File: src/design/pfc_pkg.sv
// ----------------------------------------------------------------------------
// pfc_pkg
// Types, constants and microcode for the trial-division prime counter.
// ----------------------------------------------------------------------------
package pfc_pkg;

  localparam int unsigned VALUE_W = 32;
  localparam int unsigned DIV_W   = 16;
  localparam int unsigned SQ_W    = 33;
  localparam int unsigned SLOT_W  = 16;
  localparam int unsigned COUNT_W = 17;
  localparam int unsigned PC_W    = 4;

  localparam logic [DIV_W-1:0] FIRST_DIVISOR = 16'd2;
  localparam logic [SQ_W-1:0]  FIRST_SQUARE  = 33'd4;

  // jump conditions
  typedef enum logic [2:0] {
    COND_NEVER,
    COND_ALWAYS,
    COND_NO_INPUT,
    COND_NOT_CAND,
    COND_SQ_GT,
    COND_DIV_BUSY,
    COND_REM_ZERO,
    COND_OUT_BUSY
  } cond_t;

  typedef struct packed {
    cond_t           cond;
    logic [PC_W-1:0] target;
    logic            load_in;
    logic            init_trial;
    logic            div_start;
    logic            next_trial;
    logic            clr_on_jump;
    logic            emit;
  } ctrl_t;

  typedef struct packed {
    logic busy;
    logic rem_zero;
  } div_status_t;

  // program steps
  localparam logic [PC_W-1:0] PC_WAIT    = 4'd0;
  localparam logic [PC_W-1:0] PC_CHECK   = 4'd1;
  localparam logic [PC_W-1:0] PC_TESTSQ  = 4'd2;
  localparam logic [PC_W-1:0] PC_DIVGO   = 4'd3;
  localparam logic [PC_W-1:0] PC_DIVWAIT = 4'd4;
  localparam logic [PC_W-1:0] PC_TESTREM = 4'd5;
  localparam logic [PC_W-1:0] PC_STEP    = 4'd6;
  localparam logic [PC_W-1:0] PC_FINISH  = 4'd7;
  localparam logic [PC_W-1:0] PC_RETURN  = 4'd8;

  function automatic ctrl_t pfc_ucode(input logic [PC_W-1:0] pc);
    ctrl_t cw;
    cw = '{cond: COND_NEVER, target: PC_WAIT, default: 1'b0};
    case (pc)
      PC_WAIT: begin
        cw.cond = COND_NO_INPUT; cw.target = PC_WAIT; cw.load_in = 1'b1;
      end
      PC_CHECK: begin
        cw.cond = COND_NOT_CAND; cw.target = PC_FINISH;
        cw.init_trial = 1'b1; cw.clr_on_jump = 1'b1;
      end
      PC_TESTSQ: begin
        cw.cond = COND_SQ_GT; cw.target = PC_FINISH;
      end
      PC_DIVGO: begin
        cw.div_start = 1'b1;
      end
      PC_DIVWAIT: begin
        cw.cond = COND_DIV_BUSY; cw.target = PC_DIVWAIT;
      end
      PC_TESTREM: begin
        cw.cond = COND_REM_ZERO; cw.target = PC_FINISH; cw.clr_on_jump = 1'b1;
      end
      PC_STEP: begin
        cw.cond = COND_ALWAYS; cw.target = PC_TESTSQ; cw.next_trial = 1'b1;
      end
      PC_FINISH: begin
        cw.cond = COND_OUT_BUSY; cw.target = PC_FINISH; cw.emit = 1'b1;
      end
      PC_RETURN: begin
        cw.cond = COND_ALWAYS; cw.target = PC_WAIT;
      end
      default: begin
        cw.cond = COND_ALWAYS; cw.target = PC_WAIT;
      end
    endcase
    return cw;
  endfunction

endpackage

File: src/design/prime_filter_counter.sv
// Each word is tested by trial division; up to about 46340 trial divisors are tried, and
// values below 2 or with bit 31 set go straight to the result with no division.
// Words are handled one at a time; each trial divisor costs one pass of the shared
// remainder unit plus five microcode steps.
// The next word is taken while a finished result waits in the output register.
// rst (synchronous) clears the step counter, the prime tally and m_tvalid.
// ----------------------------------------------------------------------------
// prime_filter_counter
// Microcoded trial-division primality test with a running prime count.
// ----------------------------------------------------------------------------
module prime_filter_counter #(
  parameter int unsigned MAX_ITEMS = 65536
) (
  input  logic        clk,
  input  logic        rst,
  input  logic        s_tvalid,
  output logic        s_tready,
  input  logic [31:0] s_tdata,  // [31:0] value
  input  logic        s_tlast,  // last
  output logic        m_tvalid,
  input  logic        m_tready,
  output logic [71:0] m_tdata,  // [31:0] value_out, [47:32] prime_slot,
                                // [64:48] prime_count, [71:65] zero
  output logic        m_tuser,  // [0] is_prime
  output logic        m_tlast   // last_out
);
  import pfc_pkg::*;

  localparam logic [COUNT_W-1:0] TALLY_LIMIT =
    (MAX_ITEMS > 131071) ? 17'h1FFFF : COUNT_W'(MAX_ITEMS);
  localparam logic [COUNT_W-1:0] SLOT_MAX = COUNT_W'(16'hFFFF);

  logic [PC_W-1:0]    pc;
  logic [PC_W-1:0]    pc_next;
  ctrl_t              cw;
  logic               cond_hit;

  logic [VALUE_W-1:0] val;
  logic               lst;
  logic [DIV_W-1:0]   dvs;
  logic [SQ_W-1:0]    sq;
  logic               prime;
  logic [COUNT_W-1:0] tally;
  logic [COUNT_W-1:0] tally_next;
  logic [SLOT_W-1:0]  slot;

  div_status_t        div_st;
  logic               out_busy;
  logic               emit_now;

  pfc_divider u_div (
    .clk      (clk),
    .rst      (rst),
    .start    (cw.div_start),
    .dividend (val),
    .divisor  (dvs),
    .status   (div_st)
  );

  assign out_busy = m_tvalid & ~m_tready;

  always_comb begin
    cw = pfc_ucode(pc);
    case (cw.cond)
      COND_NEVER:    cond_hit = 1'b0;
      COND_ALWAYS:   cond_hit = 1'b1;
      COND_NO_INPUT: cond_hit = ~s_tvalid;
      COND_NOT_CAND: cond_hit = val[VALUE_W-1] | (val[VALUE_W-2:1] == '0);
      COND_SQ_GT:    cond_hit = sq > {2'b00, val[VALUE_W-2:0]};
      COND_DIV_BUSY: cond_hit = div_st.busy;
      COND_REM_ZERO: cond_hit = div_st.rem_zero;
      COND_OUT_BUSY: cond_hit = out_busy;
      default:       cond_hit = 1'b1;
    endcase
    pc_next  = cond_hit ? cw.target : pc + 1'b1;
    emit_now = cw.emit & ~cond_hit;
    s_tready = cw.load_in;
  end

  always_ff @(posedge clk) begin
    if (rst) begin
      pc <= PC_WAIT;
    end else begin
      pc <= pc_next;
    end
  end

  // trial datapath
  always_ff @(posedge clk) begin
    if (cw.load_in && s_tvalid) begin
      val <= s_tdata;
      lst <= s_tlast;
    end
    if (cw.init_trial) begin
      dvs <= FIRST_DIVISOR;
      sq  <= FIRST_SQUARE;
    end else if (cw.next_trial) begin
      dvs <= dvs + 1'b1;
      sq  <= sq + SQ_W'({dvs, 1'b1});
    end
    if (cw.clr_on_jump && cond_hit) begin
      prime <= 1'b0;
    end else if (cw.init_trial) begin
      prime <= 1'b1;
    end
  end

  // tally and slot
  always_comb begin
    tally_next = tally;
    slot       = '0;
    if (prime) begin
      slot = (tally > SLOT_MAX) ? SLOT_MAX[SLOT_W-1:0] : tally[SLOT_W-1:0];
      if (tally < TALLY_LIMIT) begin
        tally_next = tally + 1'b1;
      end
    end
  end

  always_ff @(posedge clk) begin
    if (rst) begin
      tally <= '0;
    end else if (emit_now) begin
      tally <= lst ? '0 : tally_next;
    end
  end

  // output word register
  always_ff @(posedge clk) begin
    if (rst) begin
      m_tvalid <= 1'b0;
    end else if (emit_now) begin
      m_tvalid <= 1'b1;
    end else if (m_tready) begin
      m_tvalid <= 1'b0;
    end
  end

  always_ff @(posedge clk) begin
    if (emit_now) begin
      m_tdata <= {7'd0, tally_next, slot, val};
      m_tuser <= prime;
      m_tlast <= lst;
    end
  end

endmodule

File: src/design/pfc_divider.sv
// ----------------------------------------------------------------------------
// pfc_divider
// Restoring remainder unit, one quotient bit per cycle.
// ----------------------------------------------------------------------------
module pfc_divider (
  input  logic                              clk,
  input  logic                              rst,
  input  logic                              start,
  input  logic [pfc_pkg::VALUE_W-1:0]       dividend,
  input  logic [pfc_pkg::DIV_W-1:0]         divisor,
  output pfc_pkg::div_status_t              status
);
  import pfc_pkg::*;

  localparam int unsigned CNT_W = $clog2(VALUE_W);

  logic              busy;
  logic [CNT_W-1:0]  cnt;
  logic [VALUE_W-1:0] quo;
  logic [DIV_W-1:0]  dvs;
  logic [DIV_W-1:0]  rem;
  logic [DIV_W:0]    trial;
  logic [DIV_W:0]    diff;

  assign trial = {rem, quo[VALUE_W-1]};
  assign diff  = trial - {1'b0, dvs};

  always_ff @(posedge clk) begin
    if (rst) begin
      busy <= 1'b0;
      cnt  <= '0;
    end else if (start) begin
      busy <= 1'b1;
      cnt  <= CNT_W'(VALUE_W - 1);
    end else if (busy) begin
      cnt <= cnt - 1'b1;
      if (cnt == '0) begin
        busy <= 1'b0;
      end
    end
  end

  always_ff @(posedge clk) begin
    if (start) begin
      quo <= dividend;
      dvs <= divisor;
      rem <= '0;
    end else if (busy) begin
      quo <= {quo[VALUE_W-2:0], 1'b0};
      if (trial >= {1'b0, dvs}) begin
        rem <= diff[DIV_W-1:0];
      end else begin
        rem <= trial[DIV_W-1:0];
      end
    end
  end

  assign status.busy     = busy;
  assign status.rem_zero = (rem == '0);

endmodule

File: config.mk
export PLATFORM = sky130hd
export DESIGN_NAME = prime_filter_counter
export DESIGN_NICKNAME = d
export VERILOG_FILES = /design/src/design/pfc_pkg.sv /design/src/design/prime_filter_counter.sv /design/src/design/pfc_divider.sv
export SDC_FILE = /design/constraint.sdc
export NUM_CORES = 1
export LEC_CHECK = 0
export BUFFER_PORTS_ARGS = -buffer_cell sky130_fd_sc_hd__buf_4
export CELL_PAD_IN_SITES_DETAIL_PLACEMENT = 0
export CELL_PAD_IN_SITES_GLOBAL_PLACEMENT = 1
export CORE_ASPECT_RATIO = 1.2
export CORE_UTILIZATION = 50
export DETAILED_ROUTE_END_ITERATION = 8
export PLACE_DENSITY_LB_ADDON = 0.08
export REMOVE_ABC_BUFFERS = 1
export SLEW_MARGIN = 15
export SYNTH_ARGS = -nofsm -noshare
export SYNTH_HDL_FRONTEND = slang
export SYNTH_SLANG_ARGS = --single-unit
File: constraint.sdc
create_clock -name clk -period 8.43 [get_ports clk]
set_input_delay 0.4215 -clock clk [delete_from_list [all_inputs] [get_ports clk]]
set_output_delay 0.4215 -clock clk [all_outputs]
set_load 0.01 [all_outputs]
# Word-level counts from Yosys, hierarchy flattened
# Index checks and enable logic that the tools add are counted.
# Widths: inputs -> output; s select.
[word_totals]
ff_bits = 242
output_inout_bits = 76
elab_cells = 80
[op_classes]
n_addsub = 6
order_cmp = 4
n_eq_ne = 14
mux = 23
bitwise = 6
reduce_logical = 10
[op_table]
columns = ["operator", "n"]
rows = [
  ["$mux 32", 2],
  ["$pmux 7 s8", 1],
  ["$mux 17", 3],
  ["$add 33x17->33", 1],
  ["$gt 33x31->1", 1],
  ["$mux 16", 2],
  ["$logic_not 30->1", 1],
  ["$add 17x1->17 const B", 1],
  ["$ge 17x16->1", 1],
  ["$gt 17x16->1 const B", 1],
  ["$lt 17x17->1 const B", 1],
  ["$add 16x1->16 const B", 1],
  ["$eq 4x3->1 const B", 4],
  ["$logic_not 16->1", 1],
  ["$sub 16x16->16", 1],
  ["$eq 3x3->1 const B", 4],
  ["$mux 1", 11],
  ["$mux 5", 2],
  ["$eq 4x2->1 const B", 2],
  ["$pmux 1 s8", 1],
  ["$eq 3x2->1 const B", 2],
  ["$logic_not 5->1", 1],
  ["$sub 5x1->5 const B", 1],
  ["$add 4x1->4 const B", 1],
  ["other kinds (11)", 16],
]

# Logic depth before layout (Yosys ltp)
[depth]
word_depth = 7
ltp_mapped = 12

# Cells and area by module
# A second synthesis with hierarchy kept.
[unflattened]
cells_unflattened = 1100
area_unflattened_um2 = 12026.5
[modules_own_cells]
columns = ["module", "instances", "cells_per_inst", "area_per_inst_um2", "seq_area_each_um2"]
rows = [
  ["prime_filter_counter", 1, 778, 8296.7, 4444.3],
  ["pfc_divider", 1, 322, 3729.8, 1881.8],
]

# Worst setup path before layout
# No wires, ideal clock.
[synth_path]
path_type = "reg-to-reg"
start = "register pc[0]"
end = "register m_tdata[0] (enable)"
arrival_time_ns = 3.261
required_time_ns = 8.008
setup_slack_ns = 4.747
stages_incl_launch_ff = 11
n_path_buf = 2
path_cell_list = "dfxtp_1 > ha_1 > buf_2 > a21oi_1 > a21oi_1 > mux2_2 > mux2i_1 > a21o_1 > nand3_1 > clkbuf_1 > inv_1"
[synth_via]
elab_chain_len = 6
elab_cells_between_ends = 21
[synth_rtl]
columns = ["element", "line_no", "text"]
rows = [
  ["start, declared", "prime_filter_counter.sv:33", "logic [PC_W-1:0] pc;"],
  ["start signal, assigned", "prime_filter_counter.sv:84", "pc <= pc_next;"],
  ["$eq 4x3->1, or another cell as far along", "pfc_pkg.sv:59", "case (pc)"],
  ["$pmux 7 s8", "pfc_pkg.sv:59", ""],
  ["$eq 3x3->1, or another cell as far along", "prime_filter_counter.sv:64", "case (cw.cond)"],
  ["$pmux 1 s8", "prime_filter_counter.sv:64", ""],
  ["$not 1->1", "prime_filter_counter.sv:76", "emit_now = cw.emit & ~cond_hit;"],
  ["$and 1x1->1 *", "prime_filter_counter.sv:76", ""],
  ["via emit_now", "prime_filter_counter.sv:49", "logic emit_now;"],
  ["end signal, assigned", "prime_filter_counter.sv:141", "m_tdata <= {7'd0, tally_next, slot, val};"],
  ["end, declared", "prime_filter_counter.sv:22", "output logic [71:0] m_tdata,"],
]
# The timed path passes the listed nets; every way through them passes the cells marked *.
# A chain may end at the register's enable or synchronous reset.

# Final worst setup path
[layout_path]
start = "register pc[0]"
end = "register m_tdata[12] (enable)"
# Same word-level chain as after synthesis.

==> results_dict.tcl <==
set metrics [dict create \
    firstDrtPassIters 4 \
    crit_top_cell "a21oi_1" \
    hold_path_class "in2reg" \
    hold_viol 0 \
    finalCritPeriodShare_pct 53.2 \
    grt_pass1_vias 8041 \
    nFillCells 2029 \
    grt_pass1_wl_um 41400 \
    max_freq_mhz 223 \
    crit_chain "ha_1 -> a21oi_1 -> a21oi_1 -> mux2_2 -> mux2i_1 -> a21o_1 -> nand3_1 -> inv_2 -> buf_4" \
    synth-seq-area-share_pct 53.3 \
    worst_path_max_delay_cell "nand3_1" \
    tns_ps 0 \
    yosysWarnings 0 \
    crit_fanout 49 \
    clkTransAtPathRegs_ps 60 \
    grt.overflow.total 0 \
    ir_drop_v 0.000212 \
    dpl.hpwl_um 18800 \
    htreeDepth 1 \
    slew_headroom_pct 31.3 \
    num_antenna_cells 0 \
    max_cap_viol_count 0 \
    ant_nets 0 \
    die_area_um2 24400 \
    post-route-drc-count 0 \
    die_h_um 171 \
    cts_resized 0 \
    synth_top_flop_cell "edfxtp_1" \
    grt_max_degree 78 \
    setup_violations 0 \
    clock_sinks 242 \
    ys_ff_latch 242 \
    portBuffers 105 \
    clockBufferDepth 3 \
    final_cell_mix "edfxtp_1 (148), buf_4 (112), nand2_1 (107)" \
    path_class "reg2reg" \
    power_density_nw_per_um2 260 \
    period_needed_ps 4480 \
    netlist_area_um2 11900 \
    cts_setup_buffers 0 \
    status "completed" \
    initial_core_util_pct 51.2 \
    drive_gt1_share_pct 13.8 \
    track_usage_pct 21.8 \
    dieWidth_um 143 \
    synthArstFlopShare_pct 0 \
    worstSetupStartpointType "register" \
    antenna_found_initial 0 \
    cts_buffers 26 \
    fp-row-count 61 \
    layout_commonest_cell "edfxtp_1" \
    rsz0062_at_grt "false" \
    hold_buffers 0 \
    cts_root_buf "clkbuf_16" \
    place_congestion 0.816 \
    core_area_um2 23200 \
    power_leakage_uw 0.00564 \
    end_kind "register" \
    power_uw 3600 \
    cp.arrival_ps 4640 \
    final_nets 1336 \
    worst_skew_pair.late_latency_ps 540 \
    cts_tree "done" \
    synth_edf_count 148 \
    pin_count 113 \
    worst_slew_pin_slew_ps 1030 \
    drt_iter0_drc 490 \
    cpPeakStageDelay_ps 730 \
    syn_area_per_cell_um2 10.5 \
    synth_cell_type_count 69 \
    postLayoutCoreUtil_pct 59.7 \
    slew_violations 0 \
    syn_inst 1126 \
    avgRoutedWirePerCell_um 16.8 \
    vias 8503 \
    critical_path_required_ps 8580 \
    fin_skew_ps 25.8 \
    drt-total-wl_um 26200 \
    avgViaCountPerCell 5.45 \
    area_delta_synth_final_pct 16.6 \
]
-- Yosys cell counts, drive strengths merged, types with 16 or more instances --
library cell / count / area [µm²]
a21oi: 75 / 375
and3: 16 / 103
clkbuf: 32 / 120
dfxtp: 94 / 1880
edfxtp: 148 / 4440
ha: 71 / 888
inv: 75 / 282
nand2: 108 / 405
nand3: 33 / 165
nand4: 19 / 119
nor2: 58 / 218
nor3: 20 / 100
o21a: 32 / 240
o21ai: 102 / 522
xnor2: 34 / 298
xor2: 22 / 193
-- per-layer routing --
layer | global-route usage (%) | share of wire [%] | wire length, µm
met5 | 0 | 0 | 0
met4 | 6.92 | 2.8 | 728
met3 | 3.05 | 4.0 | 1050
met2 | 38.7 | 50 | 13000
met1 | 27.2 | 44 | 11500
-- critical path, delay by kind of cell, from the launching register on --
| family | cells | cell delay (ps) |
|---|---|---|
| mux | 2 | 510 |
| simple gates | 1 | 730 |
| compound gates | 3 | 680 |
| flops | 1 | 400 |
| fa+ha+maj | 1 | 420 |
| buf+inv | 2 | 1300 |
-- report_power, final --
| part | internal, µW | total [µW] | leakage [µW] | switching [µW] |
|---|---|---|---|---|
| Combinational | 343 | 852 | 0.00303 | 509 |
| Sequential | 1420 | 1540 | 0.00217 | 125 |
| Clock | 746 | 1200 | 0.000447 | 457 |
-- cell type report --
type                            count  area (µm²)  share of cell area (%)
Sequential cell                   242        6330                    45.7
Timing Repair Buffer              112         841                    6.07
Clock inverter                     10         159                    1.15
Inverter                           75         282                    2.03
Tap cell                          315         394                    2.85
Multi-Input combinational cell    769        5080                    36.7
Clock buffer                       38         758                    5.48
-- registers in the layout (all words and copies together), names as in the netlist, 4 cells and up --
name and cells:
dvs 16, u_div.rem 16, tally 17, m_tdata 65, u_div.quo 32, pc 4, sq 33, val 32
u_div.dvs 16, u_div.cnt 5
-- through the flow --
step / std cells / setup slack (ps) / cell area [µm²] / hold slack (ps)
after CTS: 1561 / 4010 / 13800 / 35.4
after global routing: 1561 / 3630 / 13800 / 36.7
after floorplan: 1086 / 4340 / 11700 / 426
after global placement: 1513 / 4180 / 12900 / 457
after detailed placement: 1513 / 4030 / 12900 / 463
final: 1561 / 3950 / 13800 / 54.8
-- cells by family after synthesis --
group	Yosys count	synth area share, %
xor+xnor	56	4.13
fa+ha+maj	73	7.82
other cells	1	0.0316
mux	17	1.50
buf+inv	121	4.16
simple gates	337	14.3
compound gates	279	14.7
flops	242	53.3
-- worst paths after layout --
path,cells past startpoint,slack [ps],end,start
worst max register to register,9,3950,m_tdata[12]$_DFFE_PP_,pc[0]$_SDFF_PP0_
worst min-delay path,1,50,lst$_DFFE_PP_,s_tlast
worst min register to register,0,470,m_tdata[14]$_DFFE_PP_,val[14]$_DFFE_PP_
worst max-delay path,9,3950,m_tdata[12]$_DFFE_PP_,pc[0]$_SDFF_PP0_
Note: power is estimated with default switching activity, not from simulation.
